==> src/rtl/mr_pkg.sv <==
// shared types and constants for the miller-rabin prime tester
package mr_pkg;

  localparam int WordWidth = 64;
  localparam int BaseCount = 15;
  localparam int BaseIdxW = 4;

  // controller states
  typedef enum logic [3:0] {
    ST_IDLE,
    ST_SHIFT,
    ST_BASE,
    ST_POW_STEP,
    ST_POW_MUL,
    ST_POW_SQR,
    ST_CHECK,
    ST_SQR,
    ST_SQR_CHK,
    ST_DONE
  } mr_state_t;

  // datapath register updates
  typedef enum logic [3:0] {
    OP_NONE,
    OP_LOAD,
    OP_SHIFT_D,
    OP_LOAD_BASE,
    OP_MUL_RB,
    OP_MUL_BB,
    OP_MUL_XX,
    OP_NEXT_BASE
  } mr_op_t;

  // multiplier operand pairs
  typedef enum logic [1:0] {
    SEL_RB,
    SEL_BB,
    SEL_XX
  } mr_sel_t;

  typedef struct packed {
    mr_op_t  op;
    mr_sel_t sel;
    logic    mul_start;
  } mr_cmd_t;

  typedef struct packed {
    logic trivial;
    logic trivial_prime;
    logic d_even;
    logic base_ok;
    logic e_zero;
    logic e_bit;
    logic mul_busy;
    logic x_one;
    logic x_nm1;
    logic r_done;
  } mr_status_t;

  // witness base table
  function automatic logic [5:0] base_at(input logic [BaseIdxW-1:0] idx);
    logic [5:0] b;
    unique case (idx)
      4'd0: b = 6'd2;
      4'd1: b = 6'd3;
      4'd2: b = 6'd5;
      4'd3: b = 6'd7;
      4'd4: b = 6'd11;
      4'd5: b = 6'd13;
      4'd6: b = 6'd17;
      4'd7: b = 6'd19;
      4'd8: b = 6'd23;
      4'd9: b = 6'd29;
      4'd10: b = 6'd31;
      4'd11: b = 6'd37;
      4'd12: b = 6'd41;
      4'd13: b = 6'd43;
      4'd14: b = 6'd47;
      default: b = 6'd0;
    endcase
    return b;
  endfunction

endpackage

==> src/rtl/mr_mulmod.sv <==
// bit-serial modular multiplier, one shift-and-add step a cycle
module mr_mulmod #(
  parameter int W = mr_pkg::WordWidth
) (
  input  logic         clk,
  input  logic         rst_n,
  input  logic         start,
  input  logic [W-1:0] a,
  input  logic [W-1:0] b,
  input  logic [W-1:0] m,
  output logic         busy,
  output logic [W-1:0] result
);
  import mr_pkg::*;

  logic [W-1:0] a_r, a_nxt, b_r, b_nxt, acc_r, acc_nxt;
  logic busy_r, busy_nxt;
  logic [W:0] sum_acc, sum_dbl;

  // operands are already reduced below m
  always_comb begin
    sum_acc = {1'b0, acc_r} + {1'b0, a_r};
    sum_dbl = {1'b0, a_r} + {1'b0, a_r};
    a_nxt = a_r;
    b_nxt = b_r;
    acc_nxt = acc_r;
    busy_nxt = busy_r;
    if (start) begin
      a_nxt = a;
      b_nxt = b;
      acc_nxt = '0;
      busy_nxt = 1'b1;
    end else if (busy_r) begin
      if (b_r == '0) begin
        busy_nxt = 1'b0;
      end else begin
        if (b_r[0]) begin
          acc_nxt = (sum_acc >= {1'b0, m}) ? W'(sum_acc - {1'b0, m}) : W'(sum_acc);
        end
        a_nxt = (sum_dbl >= {1'b0, m}) ? W'(sum_dbl - {1'b0, m}) : W'(sum_dbl);
        b_nxt = b_r >> 1;
      end
    end
  end

  always_ff @(posedge clk) begin
    if (!rst_n) begin
      busy_r <= 1'b0;
    end else begin
      busy_r <= busy_nxt;
    end
    a_r <= a_nxt;
    b_r <= b_nxt;
    acc_r <= acc_nxt;
  end

  assign busy = busy_r;
  assign result = acc_r;
endmodule

==> src/rtl/mr_datapath.sv <==
// datapath: candidate, exponent, witness value and the shared multiplier
module mr_datapath #(
  parameter int W = mr_pkg::WordWidth
) (
  input  logic                clk,
  input  logic                rst_n,
  input  mr_pkg::mr_cmd_t     cmd,
  input  logic [W-1:0]        cand,
  output mr_pkg::mr_status_t  status
);
  import mr_pkg::*;

  localparam int SW = $clog2(W + 1);

  logic [W-1:0] n_r, n_nxt, d_r, d_nxt, e_r, e_nxt;
  logic [W-1:0] r_r, r_nxt, b_r, b_nxt;
  logic [SW-1:0] s_r, s_nxt, cnt_r, cnt_nxt;
  logic [BaseIdxW-1:0] idx_r, idx_nxt;
  logic [W-1:0] nm1, ma, mb, mres, base_v;
  logic mbusy;

  assign nm1 = n_r - W'(1);
  assign base_v = W'(base_at(idx_r));

  // multiplier operand select
  always_comb begin
    ma = r_r;
    mb = b_r;
    unique case (cmd.sel)
      SEL_RB: begin
        ma = r_r; mb = b_r;
      end
      SEL_BB: begin
        ma = b_r; mb = b_r;
      end
      SEL_XX: begin
        ma = r_r; mb = r_r;
      end
      default: ma = r_r;
    endcase
  end

  mr_mulmod #(.W(W)) u_mul (
    .clk(clk), .rst_n(rst_n), .start(cmd.mul_start),
    .a(ma), .b(mb), .m(n_r), .busy(mbusy), .result(mres)
  );

  // register updates by command
  always_comb begin
    n_nxt = n_r; d_nxt = d_r; e_nxt = e_r; r_nxt = r_r; b_nxt = b_r;
    s_nxt = s_r; cnt_nxt = cnt_r; idx_nxt = idx_r;
    unique case (cmd.op)
      OP_LOAD: begin
        n_nxt = cand; d_nxt = cand - W'(1); s_nxt = '0; idx_nxt = '0;
      end
      OP_SHIFT_D: begin
        d_nxt = d_r >> 1; s_nxt = s_r + SW'(1);
      end
      OP_LOAD_BASE: begin
        r_nxt = W'(1); b_nxt = base_v; e_nxt = d_r; cnt_nxt = SW'(1);
      end
      OP_MUL_RB: r_nxt = mres;
      // squared base taken, move to the next exponent bit
      OP_MUL_BB: begin
        b_nxt = mres; e_nxt = e_r >> 1;
      end
      OP_MUL_XX: begin
        r_nxt = mres; cnt_nxt = cnt_r + SW'(1);
      end
      OP_NEXT_BASE: idx_nxt = idx_r + BaseIdxW'(1);
      default: n_nxt = n_r;
    endcase
  end

  always_ff @(posedge clk) begin
    n_r <= n_nxt; d_r <= d_nxt; e_r <= e_nxt; r_r <= r_nxt; b_r <= b_nxt;
    s_r <= s_nxt; cnt_r <= cnt_nxt; idx_r <= idx_nxt;
  end

  // status toward the controller
  always_comb begin
    status.trivial = (n_r < W'(4)) || !n_r[0];
    status.trivial_prime = (n_r == W'(2)) || (n_r == W'(3));
    status.d_even = !d_r[0];
    status.base_ok = (idx_r < BaseIdxW'(BaseCount)) && (base_v < n_r);
    status.e_zero = (e_r == '0);
    status.e_bit = e_r[0];
    status.mul_busy = mbusy;
    status.x_one = (r_r == W'(1));
    status.x_nm1 = (r_r == nm1);
    status.r_done = (cnt_r >= s_r);
  end
endmodule

==> config.mk <==
export PLATFORM = sky130hd
export DESIGN_NAME = mr_datapath
export DESIGN_NICKNAME = d
export VERILOG_FILES = /design/src/rtl/mr_pkg.sv /design/src/rtl/mr_mulmod.sv /design/src/rtl/mr_datapath.sv
export SDC_FILE = /design/constraint.sdc
export NUM_CORES = 2
export LEC_CHECK = 0
export ABC_AREA = 1
export BUFFER_PORTS_ARGS = -buffer_cell sky130_fd_sc_hd__buf_4
export CAP_MARGIN = 25
export CORE_ASPECT_RATIO = 1.2
export CORE_MARGIN = 2
export CORE_UTILIZATION = 50
export DETAILED_ROUTE_END_ITERATION = 10
export GPL_TIMING_DRIVEN = 0
export PLACE_DENSITY_LB_ADDON = 0.3
export SLEW_MARGIN = 0
export SYNTH_ARGS = -nofsm -noshare
export SYNTH_HDL_FRONTEND = slang
export SYNTH_HIERARCHICAL = 1
export SYNTH_SLANG_ARGS = --single-unit
export TNS_END_PERCENT = 5
==> constraint.sdc <==
create_clock -name clk -period 5.18 [get_ports clk]
set_input_delay 1.036 -clock clk [delete_from_list [all_inputs] [get_ports clk]]
set_output_delay 1.036 -clock clk [all_outputs]
set_load 0.05 [all_outputs]
==> summary.md <==
| Metric | Value |
|---|---|
| Min-Delay Path Depth | 2 |
| H-tree Lvls | 2 |
| Commonest cells post-synth | 2,157 x nand2_1, 926 x nor2_1, 870 x inv_1 |
| Mux contribution to synthesized area | 0% |
| Least-Margin Pin Slew | between 1000 and 1500 ps |
| Critical path depth | 27 |
| GRT Total Usage | between 40% and 50% |
| Num Clock Sinks | about 540 |
| Drt drc | 0 |
| Worst path buffer plus inverter count | 7 |
| Aggregate routed wire length | 209,000 µm |
| Core area | ~0.09 mm² |
| Synth Area in XOR/XNOR | between 4 and 5% |
| Status | completed |
| Static Leak | around 22 nW |
| Cell Count, Final, Fillers Out | around 8,000 |
| Register area | 0.01542 mm² |
| Clock-pin slew on the worst setup and hold paths | 80 ps |
| Area grow syn2layout | 10.64% |
| Rows | 121 |
| R2r startpoint | u_mul/a_r[14]$_DFFE_PP_ |
| First-pass GRT wire length | about 290,000 µm |
| Largest net degree at the start of global routing | 73 |
| Final setup viols | 0 |
| Cell with the most instances after synthesis | nand2_1 |
| Ys Warns | 6 |
| Post-synth top flop | edfxtp_1 |
| Proportion of layout cells with a drive suffix above 1 | ~8.0% |
| Reg2Reg Capture Point | u_mul/result[0]$_SDFFE_PP0P_ |
| DPL Wire Length | approximately 180,000 µm |
| Fin crit share | a little over nine tenths |
| WP data arrival | 5660 ps |
| # port buffers | a little over 80 |
| Antenna-violating nets left | 0 |
| Fill cell count | ~9,200 |
| Wirelength per Cell | roughly 26 µm |
| Worst Hold Class | reg -> reg |
| Minimum clock period | between 5000 and 6000 ps |
| Max VDD drop | roughly 0.28 mV |
| R2R cell count | 27 |
| Final instance area | around 0.05 mm² |
| Die span in x | about 280 µm |
| Die ar. | around 0.093 mm² |
| Placed cell area | approximately 0.048 mm² |
| CP top delay family | simple AND/OR/NAND/NOR gates |
| Simple-gate area share of the yosys netlist | 36.87% |
| Initial antenna violation count | 7 |
| Crit end category | flip-flop |
| Normalized max-slew margin | a little under a third |
| Synthesized netlist cell count | ~6,800 |
| Initial Util | between 50 and 60% |
| Final Max Slew Viols | 0 |
| Total gr overflow | 0 |
| First-pass detailed-route iteration total | 9 |
| Max Root-Sink Buffers | 3 |
| # nets final | 7,219 |
| DR vias | around 48,000 |
| Max frequency | slightly below 200 MHz |
| Compound-Gate Fraction of Synth Area | 9.608% |
| Num CTS Buffers | 52 |
| Final hold vios | 0 |
| DP Cell Count | ~8,000 |
| Vias in the first global route | roughly 45,000 |
| Startpoint types | flip-flop |
| Syn Area/Cell | between 6 and 7 µm² |
| Synth area leader | edfxtp_1 |
| Total chip power | slightly above 20 mW |
| Critical Path Max Stage Delay | around 450 ps |
| Final Wtd Congestion | about 1.1 |
| Crit-path slowest cell | ha_2 |
| Multi-input logic area | approximately 0.026 mm² |
| Synth top area share | 30.87% |
| CP max FO | 10 |
| I/O pin cnt | between 80 and 90 |
| 1st-iter DRT viols | ~5,800 |
| Seq/Total Area, Yosys | between 30% and 40% |
| Final worst slack | ~58 ps |
| Mapped Area | 0.04533 mm² |
| # Max-Cap Violations | 0 |
| Vias per std cell | a little under 6 |
| R2r setup slk | around 58 ps |
| TritonCTS clock tree | done |
| CP dominant cell by count | nand2_1 |
| Top cells by area, synth | edfxtp_1 31%, nand2_1 18%, nor2_1 7.7%, inv_1 7.2%, ha_1 6.0% |
| Final Skew | between 60 and 70 ps |
| Die Height | 333.8 µm |
| Clk root buf | clkbuf_16 |
| Hold Buf Count CTS | 0 |
| Clk_lat worst skew | about 670 ps |
| P per Cell Area | a little over 400 mW/mm² |
| Setup TNS | 0 ps |
| Register bit total from synthesis | ~540 |
| Count of different cell masters after synthesis | between 50 and 60 |
| Asr flop ratio synth | 0% |
| EDFF count, synth | about 470 |
| Largest family of logic cells by synthesized area | simple AND/OR/NAND/NOR gates |
| Adder and majority gate portion of the synthesized area | 6.122% |
| Critical Path End | u_mul/result[0]$_SDFFE_PP0P_ |
| Syn nets | 7,048 |
| CP Class | reg -> reg |
| Worst slack, placed | -610.8 ps |
| Crit path from | u_mul/a_r[14]$_DFFE_PP_ |
| WP data required | approximately 5700 ps |
==> layer usage <==
metal,vias to the layer above,routed length (µm),part of all wire (%),global-route usage [%]
li1,22161,-,-,-
met2,2688,91320,44,68.74
met5,-,62,0.030,0
met3,672,20350,9.7,7.531
met1,22088,75790,36,52.62
met4,10,21440,10,36.83
==> kinds of logic after synthesis <==
logic type,after synthesis
AO/OA/AOI/OAI,819
AND/OR/NAND/NOR,3890
flip-flops,537
XOR/XNOR,208
adder cells (fa/ha/maj),220
buffers and inverters,1081
==> worst register-to-register path: cells and delay by family, from the launching register on <==
kind / cells / cell delay, ps
AO/OA/AOI/OAI: 4 / 680
adder cells (fa/ha/maj): 2 / 810
buffers and inverters: 7 / 920
flip-flops: 1 / 400
AND/OR/NAND/NOR: 14 / 2180
==> how the worst min path moves through the flow <==
stage,start,endpoint
2_1_floorplan,u_mul/result[0]$_SDFFE_PP0P_,u_mul/result[0]$_SDFFE_PP0P_
3_3_place_gp,u_mul/result[2]$_SDFFE_PP0P_,u_mul/result[2]$_SDFFE_PP0P_
3_5_place_dp,u_mul/result[7]$_SDFFE_PP0P_,u_mul/result[7]$_SDFFE_PP0P_
4_1_cts,e_r[27]$_DFFE_PP_,e_r[26]$_DFFE_PP_
5_1_grt,u_mul/result[8]$_SDFFE_PP0P_,u_mul/result[8]$_SDFFE_PP0P_
6_report,e_r[24]$_DFFE_PP_,e_r[23]$_DFFE_PP_
==> sequential cells by signal, indices dropped and copies added (netlist names) <==
| register | flops |
|---|---|
| idx_r | 4 |
| u_mul/b_r | 64 |
| base_v | 6 |
| cnt_r | 7 |
| s_r | 7 |
| u_mul/a_r | 64 |
| d_r | 64 |
| r_r | 64 |
| e_r | 64 |
| n_r | 64 |
| u_mul/busy | 1 |
| u_mul/result | 64 |
| b_r | 64 |
==> what timing repair did <==
action                     4_1_cts  5_1_grt
setup buffers                   19       10
gates cloned                     0        0
pin swaps                        1        7
gates resized for setup         21      106
setup endpoints to repair       64       64
==> where the power goes <==
| part | internal (mW) | switching (mW) | total (mW) |
|---|---|---|---|
| sequential | 5.12 | 0.600 | 5.72 |
| combinational | 3.17 | 7.16 | 10.3 |
| clock | 2.28 | 1.83 | 4.11 |
| total | 10.6 | 9.60 | 20.2 |
==> placed cells by master, fill, tap and decap left out, drive strengths merged, types with 7 or more instances in the layout <==
| cell | netlist | final |
|---|---|---|
| a21boi | 10 | 10 |
| a21o | 12 | 12 |
| a21oi | 428 | 428 |
| a31oi | 19 | 19 |
| and3 | 7 | 7 |
| buf | 48 | 160 |
| bufinv | 0 | 8 |
| clkbuf | 110 | 171 |
| clkinv | 2 | 25 |
| dfxtp | 71 | 71 |
| diode | 0 | 8 |
| edfxtp | 466 | 466 |
| ha | 217 | 217 |
| inv | 921 | 927 |
| nand2 | 2191 | 2191 |
| nand3 | 397 | 397 |
| nand3b | 103 | 103 |
| nand4 | 78 | 78 |
| nor2 | 975 | 975 |
| nor3 | 54 | 54 |
| nor4 | 71 | 71 |
| o21a | 10 | 10 |
| o21ai | 294 | 294 |
| o21bai | 36 | 36 |
| xnor2 | 101 | 101 |
| xor2 | 107 | 107 |
==> metrics by stage <==
| step | utilization, % | hold slack (ps) |
|---|---|---|
| 3_5_place_dp | 52.71 | 515.6 |
| 2_1_floorplan | - | 462.7 |
| 5_1_grt | 55.56 | 555.4 |
| 6_report | 55.58 | 527.3 |
| 4_1_cts | 54.98 | 522.7 |
| 3_3_place_gp | 52.53 | 494.0 |
==> area by class of cell <==
type | instances | share of cell area [%]
buffer | 158 | 1.609
timing repair buffer | 117 | 1.901
sequential | 537 | 30.74
clock inverter | 41 | 1.000
tap | 1168 | 2.914
multi-input combinational | 5137 | 52.26
clock buffer | 56 | 2.627
antenna | 8 | 0.03992
inverter | 923 | 6.908
Note: power is estimated with default switching activity, not from simulation.
